**src/design/bse_pkg.sv**
```systemverilog
// Package with the shared types and constants of the bitmap set engine.
`timescale 1ns / 1ps

package bse_pkg;

    localparam int ELEM_W   = 16;
    localparam int CHOSEN_W = 10;
    localparam int STATUS_W = 2;
    localparam int FUNC_W   = 4;

    typedef enum logic [FUNC_W-1:0] {
        FN_INSERT    = 4'd0,
        FN_DELETE    = 4'd1,
        FN_MEMBER    = 4'd2,
        FN_EMPTY     = 4'd3,
        FN_CHOOSE    = 4'd4,
        FN_CLEAR     = 4'd5,
        FN_COPY      = 4'd6,
        FN_UNION     = 4'd7,
        FN_INTERSECT = 4'd8,
        FN_SUBSET    = 4'd9,
        FN_EQUAL     = 4'd10,
        FN_DISJOINT  = 4'd11
    } func_t;

    localparam logic [STATUS_W-1:0] STAT_OK    = 2'd0;
    localparam logic [STATUS_W-1:0] STAT_FULL  = 2'd1;
    localparam logic [STATUS_W-1:0] STAT_EMPTY = 2'd2;

    typedef enum logic [2:0] {
        S_CLEAR,
        S_IDLE,
        S_ACCESS,
        S_RMW,
        S_SWEEP,
        S_DONE
    } state_t;

    typedef struct packed {
        logic [FUNC_W-1:0] func;
        logic              slot;
        logic [ELEM_W-1:0] element;
    } in_word_t;

    typedef struct packed {
        logic                answer;
        logic [CHOSEN_W-1:0] chosen;
        logic [STATUS_W-1:0] status;
    } out_word_t;

endpackage

```
**src/design/bse_locate.sv**
```systemverilog
// Element locator: splits an element into word index and bit position.
`timescale 1ns / 1ps

module bse_locate #(
    parameter int WORD_BITS = 32,
    parameter int NUM_WORDS = 32,
    localparam int AW = (NUM_WORDS > 1) ? $clog2(NUM_WORDS) : 1,
    localparam int BW = $clog2(WORD_BITS)
) (
    input  logic                              aclk,
    input  logic                              load,
    input  logic [bse_pkg::ELEM_W-1:0]        element,
    output logic [AW-1:0]                     word_idx,
    output logic [BW-1:0]                     bit_pos,
    output logic                              in_range
);

    localparam int EW = bse_pkg::ELEM_W;
    localparam int RECIP_SHIFT = 32;
    localparam int RW = 34;
    localparam int PW = EW + RW;
    // Rounded-up reciprocal; exact for every 16-bit element at these word sizes.
    localparam logic [RW-1:0] RECIP =
        RW'(((64'd1 << RECIP_SHIFT) + 64'(WORD_BITS) - 64'd1) / 64'(WORD_BITS));
    localparam logic [EW-1:0] WB_C = EW'(WORD_BITS);
    localparam logic [EW:0]   NW_C = (EW + 1)'(NUM_WORDS);

    logic [PW-1:0] prod;
    logic [EW-1:0] quot_reg;
    logic [EW-1:0] elem_reg;
    logic [EW-1:0] base;
    logic [EW-1:0] rem;

    assign prod = PW'(element) * PW'(RECIP);

    always_ff @(posedge aclk) begin
        if (load) begin
            quot_reg <= prod[RECIP_SHIFT +: EW];
            elem_reg <= element;
        end
    end

    assign base     = quot_reg * WB_C;
    assign rem      = elem_reg - base;
    assign word_idx = quot_reg[AW-1:0];
    assign bit_pos  = rem[BW-1:0];
    assign in_range = ({1'b0, quot_reg} < NW_C);

endmodule

```
**src/design/bitmap_set_engine_core.sv**
```systemverilog
// Top level of the bitmap set engine: two bitmap sets kept in two word memories.
`timescale 1ns / 1ps

// The block keeps two sets of small integers, each NUM_WORDS words of WORD_BITS
// bits in its own single-port-per-side memory, so elements 0 to
// NUM_WORDS*WORD_BITS-1 can be stored. Commands enter on the s_ channel
// (s_valid, s_ready, s_data) and every command returns exactly one result word
// on the m_ channel (m_valid, m_ready, m_data).
// Insert, delete and member pass through the ACCESS, RMW and DONE states: the
// element is split into word and bit through a registered reciprocal
// multiply, then the word is read, modified and written back.
// Whole-set commands (empty, choose, clear, copy, union, intersect, subset,
// equal, disjoint) walk both memories one word per cycle in the SWEEP state.
// Commands codes 12 to 15 go straight to the DONE state with an all-zero result.
// One command is worked on at a time; s_ready comes back as soon as the
// result has moved into the output register, so a new command can start
// while the previous result is still waiting for m_ready.
// If the receiver stalls with a result still held, a finished command waits
// in its last step and s_ready stays low until the output register frees up.
// After reset both memories are cleared by a pass over every word, during which
// s_ready is low; m_valid is low after reset.

module bitmap_set_engine_core #(
    parameter int WORD_BITS = 32,
    parameter int NUM_WORDS = 32
) (
    input  logic                aclk,
    input  logic                aresetn,
    input  logic                s_valid,
    output logic                s_ready,
    input  bse_pkg::in_word_t   s_data,
    output logic                m_valid,
    input  logic                m_ready,
    output bse_pkg::out_word_t  m_data
);

    localparam int AW = (NUM_WORDS > 1) ? $clog2(NUM_WORDS) : 1;
    localparam int BW = $clog2(WORD_BITS);
    localparam int VW = bse_pkg::ELEM_W + 1;
    localparam logic [AW:0] CNT_LAST = (AW + 1)'(NUM_WORDS - 1);
    localparam logic [AW:0] CNT_END  = (AW + 1)'(NUM_WORDS);

    // Set storage, one memory per set.
    logic [WORD_BITS-1:0] mem0 [NUM_WORDS];
    logic [WORD_BITS-1:0] mem1 [NUM_WORDS];

    bse_pkg::state_t    state_reg, state_next;
    bse_pkg::func_t     func_reg;
    bse_pkg::func_t     s_func;
    logic               slot_reg;
    logic [AW:0]        cnt_reg;
    logic [BW-1:0]      bitpos_reg;
    logic               inrange_reg;

    logic               rd_en;
    logic [AW-1:0]      rd_addr;
    logic               rd_valid_reg;
    logic [AW-1:0]      rd_idx_reg;
    logic [WORD_BITS-1:0] q0_reg, q1_reg;

    logic               wr0, wr1;
    logic [AW-1:0]      wr_addr;
    logic [WORD_BITS-1:0] wr_data;

    logic               ans_reg;
    logic               found_reg;
    logic [WORD_BITS-1:0] found_word_reg;
    logic [AW-1:0]      found_idx_reg;

    logic               out_valid_reg;
    bse_pkg::out_word_t out_reg, out_next;
    logic               out_load;
    logic               accept;
    logic               loc_load;

    logic [AW-1:0]      loc_word;
    logic [BW-1:0]      loc_bit;
    logic               loc_in_range;

    logic [WORD_BITS-1:0] a_word, b_word, onehot;
    logic [WORD_BITS-1:0] mod_word;
    logic                 mod_write;

    logic [WORD_BITS-1:0] lowest;
    logic [BW-1:0]        enc;
    logic [VW-1:0]        chosen_val;

    assign s_func = bse_pkg::func_t'(s_data.func);
    assign accept = s_valid && s_ready;

    bse_locate #(
        .WORD_BITS (WORD_BITS),
        .NUM_WORDS (NUM_WORDS)
    ) u_locate (
        .aclk     (aclk),
        .load     (loc_load),
        .element  (s_data.element),
        .word_idx (loc_word),
        .bit_pos  (loc_bit),
        .in_range (loc_in_range)
    );

    // Next-state logic.
    always_comb begin
        state_next = state_reg;
        case (state_reg)
            bse_pkg::S_CLEAR: begin
                if (cnt_reg == CNT_LAST) begin
                    state_next = bse_pkg::S_IDLE;
                end
            end
            bse_pkg::S_IDLE: begin
                if (s_valid) begin
                    if (s_func inside {bse_pkg::FN_INSERT, bse_pkg::FN_DELETE,
                                       bse_pkg::FN_MEMBER}) begin
                        state_next = bse_pkg::S_ACCESS;
                    end else if (s_func inside {[bse_pkg::FN_EMPTY :
                                                 bse_pkg::FN_DISJOINT]}) begin
                        state_next = bse_pkg::S_SWEEP;
                    end else begin
                        state_next = bse_pkg::S_DONE;
                    end
                end
            end
            bse_pkg::S_ACCESS: state_next = bse_pkg::S_RMW;
            bse_pkg::S_RMW:    state_next = bse_pkg::S_DONE;
            bse_pkg::S_SWEEP: begin
                if (cnt_reg == CNT_END) begin
                    state_next = bse_pkg::S_DONE;
                end
            end
            bse_pkg::S_DONE: begin
                if (out_load) begin
                    state_next = bse_pkg::S_IDLE;
                end
            end
            default: state_next = bse_pkg::S_IDLE;
        endcase
    end

    // Control outputs of the sequencer.
    always_comb begin
        s_ready  = 1'b0;
        loc_load = 1'b0;
        rd_en    = 1'b0;
        rd_addr  = cnt_reg[AW-1:0];
        out_load = 1'b0;
        case (state_reg)
            bse_pkg::S_IDLE: begin
                s_ready  = 1'b1;
                loc_load = s_valid;
            end
            bse_pkg::S_ACCESS: begin
                rd_en   = loc_in_range;
                rd_addr = loc_word;
            end
            bse_pkg::S_SWEEP: begin
                rd_en = (cnt_reg < CNT_END);
            end
            bse_pkg::S_DONE: begin
                out_load = !out_valid_reg || m_ready;
            end
            default: begin
                rd_en = 1'b0;
            end
        endcase
    end

    // Word modify: the data read last cycle is combined and written back
    // to the same address in the selected set.
    assign a_word = slot_reg ? q1_reg : q0_reg;
    assign b_word = slot_reg ? q0_reg : q1_reg;
    assign onehot = {{(WORD_BITS - 1){1'b0}}, 1'b1} << bitpos_reg;

    always_comb begin
        mod_word  = a_word;
        mod_write = 1'b0;
        case (func_reg)
            bse_pkg::FN_INSERT: begin
                mod_word  = a_word | onehot;
                mod_write = 1'b1;
            end
            bse_pkg::FN_DELETE: begin
                mod_word  = a_word & ~onehot;
                mod_write = 1'b1;
            end
            bse_pkg::FN_CLEAR: begin
                mod_word  = '0;
                mod_write = 1'b1;
            end
            bse_pkg::FN_COPY: begin
                mod_word  = b_word;
                mod_write = 1'b1;
            end
            bse_pkg::FN_UNION: begin
                mod_word  = a_word | b_word;
                mod_write = 1'b1;
            end
            bse_pkg::FN_INTERSECT: begin
                mod_word  = a_word & b_word;
                mod_write = 1'b1;
            end
            default: begin
                mod_write = 1'b0;
            end
        endcase
    end

    // During the reset clearing pass both memories take zeros at the counter.
    always_comb begin
        if (state_reg == bse_pkg::S_CLEAR) begin
            wr0     = 1'b1;
            wr1     = 1'b1;
            wr_addr = cnt_reg[AW-1:0];
            wr_data = '0;
        end else begin
            wr0     = rd_valid_reg && mod_write && !slot_reg;
            wr1     = rd_valid_reg && mod_write && slot_reg;
            wr_addr = rd_idx_reg;
            wr_data = mod_word;
        end
    end

    always_ff @(posedge aclk) begin
        if (rd_en) begin
            q0_reg <= mem0[rd_addr];
            q1_reg <= mem1[rd_addr];
        end
        if (wr0) begin
            mem0[wr_addr] <= wr_data;
        end
        if (wr1) begin
            mem1[wr_addr] <= wr_data;
        end
    end

    // Lowest set bit of the first nonzero word, for choose.
    assign lowest = found_word_reg & (~found_word_reg + {{(WORD_BITS - 1){1'b0}}, 1'b1});

    always_comb begin
        enc = '0;
        for (int i = 0; i < WORD_BITS; i++) begin
            if (lowest[i]) begin
                enc = enc | BW'(i);
            end
        end
    end

    assign chosen_val = VW'(found_idx_reg) * VW'(WORD_BITS) + VW'(enc);

    always_comb begin
        out_next        = '0;
        out_next.answer = ans_reg;
        if (func_reg == bse_pkg::FN_INSERT && !inrange_reg) begin
            out_next.status = bse_pkg::STAT_FULL;
        end
        if (func_reg == bse_pkg::FN_CHOOSE) begin
            if (found_reg) begin
                out_next.chosen = chosen_val[bse_pkg::CHOSEN_W-1:0];
            end else begin
                out_next.status = bse_pkg::STAT_EMPTY;
            end
        end
    end

    // Control registers.
    always_ff @(posedge aclk) begin
        if (!aresetn) begin
            state_reg     <= bse_pkg::S_CLEAR;
            cnt_reg       <= '0;
            rd_valid_reg  <= 1'b0;
            out_valid_reg <= 1'b0;
        end else begin
            state_reg    <= state_next;
            rd_valid_reg <= rd_en;
            if (accept) begin
                cnt_reg <= '0;
            end else if (state_reg == bse_pkg::S_CLEAR ||
                         (state_reg == bse_pkg::S_SWEEP && cnt_reg < CNT_END)) begin
                cnt_reg <= cnt_reg + 1'b1;
            end
            if (out_load) begin
                out_valid_reg <= 1'b1;
            end else if (m_ready) begin
                out_valid_reg <= 1'b0;
            end
        end
    end

    // Command and accumulator registers.
    always_ff @(posedge aclk) begin
        rd_idx_reg <= rd_addr;
        if (accept) begin
            func_reg    <= s_func;
            slot_reg    <= s_data.slot;
            found_reg   <= 1'b0;
            inrange_reg <= 1'b1;
            ans_reg     <= (s_func inside {bse_pkg::FN_EMPTY, bse_pkg::FN_SUBSET,
                                           bse_pkg::FN_EQUAL, bse_pkg::FN_DISJOINT});
        end else begin
            if (state_reg == bse_pkg::S_ACCESS) begin
                bitpos_reg  <= loc_bit;
                inrange_reg <= loc_in_range;
            end
            if (rd_valid_reg) begin
                case (func_reg)
                    bse_pkg::FN_MEMBER: begin
                        ans_reg <= |(a_word & onehot);
                    end
                    bse_pkg::FN_EMPTY: begin
                        if (|a_word) begin
                            ans_reg <= 1'b0;
                        end
                    end
                    bse_pkg::FN_SUBSET: begin
                        if (|(a_word & ~b_word)) begin
                            ans_reg <= 1'b0;
                        end
                    end
                    bse_pkg::FN_EQUAL: begin
                        if (|(a_word ^ b_word)) begin
                            ans_reg <= 1'b0;
                        end
                    end
                    bse_pkg::FN_DISJOINT: begin
                        if (|(a_word & b_word)) begin
                            ans_reg <= 1'b0;
                        end
                    end
                    bse_pkg::FN_CHOOSE: begin
                        if (!found_reg && |a_word) begin
                            found_reg      <= 1'b1;
                            found_word_reg <= a_word;
                            found_idx_reg  <= rd_idx_reg;
                        end
                    end
                    default: begin
                        ans_reg <= ans_reg;
                    end
                endcase
            end
        end
        if (out_load) begin
            out_reg <= out_next;
        end
    end

    assign m_valid = out_valid_reg;
    assign m_data  = out_reg;

endmodule

```
**config.mk**
```make
export PLATFORM = sky130hd
export DESIGN_NAME = bitmap_set_engine_core
export DESIGN_NICKNAME = d
export VERILOG_FILES = /design/src/design/bse_pkg.sv /design/src/design/bse_locate.sv /design/src/design/bitmap_set_engine_core.sv
export SDC_FILE = /design/constraint.sdc
export NUM_CORES = 2
export LEC_CHECK = 0
export BUFFER_PORTS_ARGS = -buffer_cell sky130_fd_sc_hd__buf_4
export CAP_MARGIN = 20
export CORE_ASPECT_RATIO = 0.9
export CORE_MARGIN = 1
export CORE_UTILIZATION = 45
export DETAILED_ROUTE_END_ITERATION = 6
export SYNTH_ARGS = -nofsm -noshare
export SYNTH_HDL_FRONTEND = slang
export SYNTH_SLANG_ARGS = --single-unit
```
**constraint.sdc**
```tcl
create_clock -name aclk -period 8.2 [get_ports aclk]
set_clock_uncertainty 0.15 [all_clocks]
set_input_delay 0.82 -clock aclk [delete_from_list [all_inputs] [get_ports aclk]]
set_output_delay 0.82 -clock aclk [all_outputs]
set_load 0.01 [all_outputs]
```
### Word-level counts from Yosys, hierarchy flattened

Memory sizes are Yosys's and may differ from the RTL's. A register that Yosys moved wholly into a read port is not among the register bits.
Cells that the tools add are included.

* register bits after elaboration: 95
* latch bits: 0
* memory bits (writable): 2048
* memory bits (read-only): 0
* memories kept: 2

Memories
* mem0: depth 32, bits a word 32, rd ports 1, clocked after Yosys merged registers in 1, write ports 1, RTL line bitmap_set_engine_core.sv:44 `logic [WORD_BITS-1:0] mem0 [NUM_WORDS];`
* mem1: depth 32, bits a word 32, rd ports 1, clocked after Yosys merged registers in 1, write ports 1, RTL line bitmap_set_engine_core.sv:45 `logic [WORD_BITS-1:0] mem1 [NUM_WORDS];`

* $add $sub $neg: 4
* multipliers: 0
* divide/modulo/power cells: 0
* order comparisons: 4
* equal/unequal tests: 34
* shift-type cells: 1
* mux-type cells: 133
* bitwise operators: 12
* reductions and logical operators: 35

Operator list (count)
* $mux W32: 12
* $pmux W32 S6: 1
* $and A32 B32 Y32: 5
* $reduce_or A32 Y1: 5
* $mux W5: 29
* $not A32 Y32: 3
* $or A32 B32 Y32: 2
* $mux W3: 18
* $mux W1: 50
* $add A32 B1 Y32 const B: 1
* $mux W4: 8
* $shl A1 B5 Y32 const A: 1
* $xor A32 B32 Y32: 1
* $mux W6: 5
* $eq A4 B4 Y1 const B: 7
* $mux W10: 2
* $pmux W3 S6: 1
* $eq A4 B2 Y1 const B: 4
* $eq A4 B3 Y1 const B: 4
* $ne A3 B3 Y1 const B: 4
* $lt A11 B6 Y1 const B: 1
* $add A10 B5 Y10: 1
* $mux W2: 5
* $eq A4 B1 Y1 const B: 2
* 29 further kinds: 51

### Longest topological paths before layout

* depth in word-level cells: 37
* depth in mapped cells: 13

### Cells and area by module

From an unflattened synthesis, not the netlist that was laid out.

* cell total of the unflattened synthesis: 6339
* area, all modules: 90147.7 um2

Modules (own cells, without submodules)
* bitmap_set_engine_core: instances 1, cells each 6316, area each 89612.2 um2, sequential area each 65612.9 um2
* bse_locate: instances 1, cells each 23, area each 535.5 um2, sequential area each 480.5 um2

### Least setup slack after synthesis

OpenSTA, ideal clock, no wires.

* path kind: reg-to-reg
* start: reg state_reg[2]
* end: reg q0_reg[0], read port of mem0, enable pin
* arrival: 4173 ps
* data required time: 7542 ps
* path slack: 3369 ps
* cell stages (with the launch flop): 5
* buffers on the path: 1
* clock period less this slack: 4831 ps
* path through: dfxtp_1 clkbuf_1 inv_1 or3_1 a21oi_1

* word-level cells in the longest chain between the ends: 2
* elaborated cells on any way between the ends: 4

RTL lines
* from (decl): RTL line bitmap_set_engine_core.sv:47 `bse_pkg::state_t state_reg, state_next;`
* from (signal assigned): RTL line bitmap_set_engine_core.sv:269 `state_reg <= bse_pkg::S_CLEAR;`
* from (signal assigned): RTL line bitmap_set_engine_core.sv:274 `state_reg <= state_next;`
* $eq A3 B3 Y1 / $eq A3 B2 Y1 (equally long branches): RTL line bitmap_set_engine_core.sv:148 `case (state_reg)`
* $pmux W1 S2 *: RTL line bitmap_set_engine_core.sv:148
* via rd_en: RTL line bitmap_set_engine_core.sv:55 `logic rd_en;`
* to (decl): RTL line bitmap_set_engine_core.sv:59 `logic [WORD_BITS-1:0] q0_reg, q1_reg;`

Mark *: on every way through the listed nets, which the timed path passes. The rest lies on a longest branch.
A chain may end at the register's enable or synchronous reset.

### Worst setup path in the final report

* start: reg state_reg[1]
* end: reg q1_reg[4], read port of mem1, data pin

* word-level cells in the longest chain between the ends: 2
* elaborated cells on any way between the ends: 4

RTL lines (RTL line)
* $eq A3 B3 Y1 / $eq A3 B2 Y1 (equally long branches): bitmap_set_engine_core.sv:148
* $pmux W1 S2 / $mux W5 (equally long branches): bitmap_set_engine_core.sv:148
* to (decl): bitmap_set_engine_core.sv:59

Several ways; a longest one is shown, not always the timed one.

==> flow_summary.ini <==
[outcome]
failed_checks = design-rule violations
outcome = complete, but fails checks

[detailed_routing]
ant_nets = 0
wl_um = 286000
wl_per_cell_um = 30.0
route.detailed.drc = 5
vias = 58594
drt_pass1_iterations = 7
first_iter_violations = 8901
drt-vias-per-instance = 6.15

[layout]
drive_gt1_frac = 0.117
final_common_cell = edfxtp_1
reg.largest.list = mem0 x1024, mem1 x1024
final_nets = 6767
final_cell_mix = edfxtp_1, nand2_1, nand3_1, a31oi_1, a21oi_1
area_delta_synth_final_pct = 13.2
fin_util = 0.513
fill_cells = 16648

[hold_path]
hp-start = s_data[20]
min_path_type = in -> reg

[place]
gp_congestion = 0.936
dp_hpwl_um = 159000
io_buffers = 39

[setup_path]
cp_top_family = buffers and inverters
timing.critical_path.to_type = flop
startpoint_type = flop
crit_arrival_ns = 6.01
rr_startpoint = state_reg[1]
cp_cell_sequence = or3b_4, clkinv_4, mux2i_4, buf_4, buf_12, buf_4, nand2_1, and3_1, a31oi_1, a221oi_1, a211oi_1
crit_type = reg -> reg
critPathMostFrequentCell = buf_4
path_max_fanout = 174
cp-startpoint = state_reg[1]
timing.critical_path.buf_inv = 4
required_ns = 8.72
crit_slowest_cell = buf_4
max_stage_delay_ns = 0.84

[power_and_ir_drop]
pwr-share-seq = 0.516
clkPwrFrac = 0.428
pwr-share-comb = 0.057
p_int_mw = 18.6
powerDensity_mw_per_mm2 = 236
fin_total_pwr_mw = 24.0
swShare = 0.227
vdd_ir_drop_max_uv = 257
p_leak_nw = 36.4
power_switching_mw = 5.46

[timing]
slew_violations = 0
rsz0062_at_grt = false
fmax_mhz = 182
period_share = 0.670
fin_crit_ns = 5.49
fin_setup_tns_ns = 0
worstMarginPinSlew_ns = 1.23
maxSlewHeadroom = 0.179
setup_viol = 0
hold_viol = 0

[global_routing]
grt_antenna_before_repair = 9
first_global_vias = 53609
grt_overflow = 0
track_usage = 0.280
grt_first_pass_wirelength_um = 403000
grt_max_degree = 175

[clocking]
numCtsBuffers = 224
clk_latency_ns = 0.88
clkTransAtPathRegs_ns = 0.06
cts_max_level = 4
cts_sinks = 2207
cts_tree = yes
clock_path_buffers = 3
cts_root_buf = clkbuf_16

[floorplanning]
core_mm2 = 0.198
start_util = 0.453
die_h_um = 426
fp.dieArea_mm2 = 0.201
io_pins = 40
die_w_um = 473
placementRows = 155

[logic_synthesis]
synth.distinct_cells = 75
synthMuxAreaShare = 0.0332
syn_area_mm2 = 0.0898
synth-warning-count = 0
ys_seq_elements = 2207
async_flop_share = 0
avgSynthCellArea_um2 = 13.6
synthAdderAreaFrac = 0.00906
synth-compound-area-share = 0.0675
synthFlopType = edfxtp_1
synthXorXnorAreaFrac = 0.000488
synth_nets = 6711
synthSimpleGateAreaFrac = 0.129
yosysSeqAreaShare = 0.736
synth_cells = 6621
synth_edf_count = 2189
synth_top_family_by_area = simple AND/OR/NAND/NOR gates

[flow_run]
drv_cap = 0
[per-stage QoR]
stage	hold WS [ns]	cell area (um2)	worst slack, ns	instances
finish	0.0721	102000	2.71	9532
floorplan	0.250	89800	3.37	6621
detailed placement	0.274	94000	2.88	9096
CTS	0.00984	102000	2.89	9525
global placement	0.306	93900	2.98	9093
global route	0.0412	102000	2.51	9530
[synth_stat cells, types with 59 or more instances]
| library cell | instances | area [um2] |
|---|---|---|
| clkbuf_1 | 185 | 694 |
| o21ai_0 | 65 | 325 |
| edfxtp_1 | 2189 | 65700 |
| and3_1 | 204 | 1280 |
| a21oi_1 | 281 | 1410 |
| mux2i_1 | 153 | 1530 |
| ha_1 | 65 | 813 |
| o22ai_1 | 64 | 400 |
| nor4_1 | 59 | 369 |
| nand3_1 | 329 | 1650 |
| mux2_2 | 72 | 811 |
| nand2_1 | 1676 | 6290 |
| nor2_1 | 276 | 1040 |
| buf_2 | 145 | 726 |
| a31oi_1 | 268 | 1680 |
[power by group through the flow]
stage               registers [mW]  logic [mW]  clock network [mW]
floorplan                     12.6       0.820                   0
global placement              12.6        1.31                   0
detailed placement            12.6        1.32                   0
CTS                           12.4        1.33                10.4
global route                  12.4        1.42                10.8
finish                        12.4        1.36                10.3
[layer usage]
metal / routed length, um / share of wire / global-route usage
met3: 36200 / 0.13 / 0.0677
met1: 119000 / 0.41 / 0.418
met2: 122000 / 0.43 / 0.401
met5: 7 / 0.000024 / 0
met4: 9410 / 0.033 / 0.0902
[worst register-to-register path: stages, from the launching register on]
cell and delay (ns):
dfxtp_1 0.52, or3b_4 0.53, clkinv_4 0.40, mux2i_4 0.60, buf_4 0.42, buf_12 0.57
buf_4 1.22, nand2_1 0.14, and3_1 0.19, a31oi_1 0.14, a221oi_1 0.13, a211oi_1 0.32
[path summary, 6_finish.rpt]
check | cells past startpoint | endpoint | slack (ns)
max | 11 | q1_reg[4] | 2.71
min | 1 | func_reg[3] | 0.07
max reg2reg | 11 | q1_reg[4] | 2.71
min reg2reg | 0 | bitpos_reg[3] | 0.31
[what timing repair did]
action,CTS,global route
setup buffers,0,0
endpoints found under the hold margin,19,0
gates resized for setup,0,0
hold buffers,19,0
[cell type report]
type,instances,area (um2),area share
antenna,2,5.00,0.0000492
inverter,54,249,0.00245
clock buffer,267,5880,0.0578
clock inverter,143,1520,0.0149
tap,2669,3340,0.0329
sequential,2207,66100,0.650
timing repair buffer,247,2070,0.0203
multi-input combinational,3943,22500,0.221
[cells by family after synthesis]
group	count (synthesis)
AOI/OAI and AO/OA	935
xor gates and xnor gates	5
adders and majority gates	65
buffers and inverters	471
DFF	2207
muxes	255
and+or+nand+nor	2683
No activity file was read; power rests on OpenSTA's default activity.
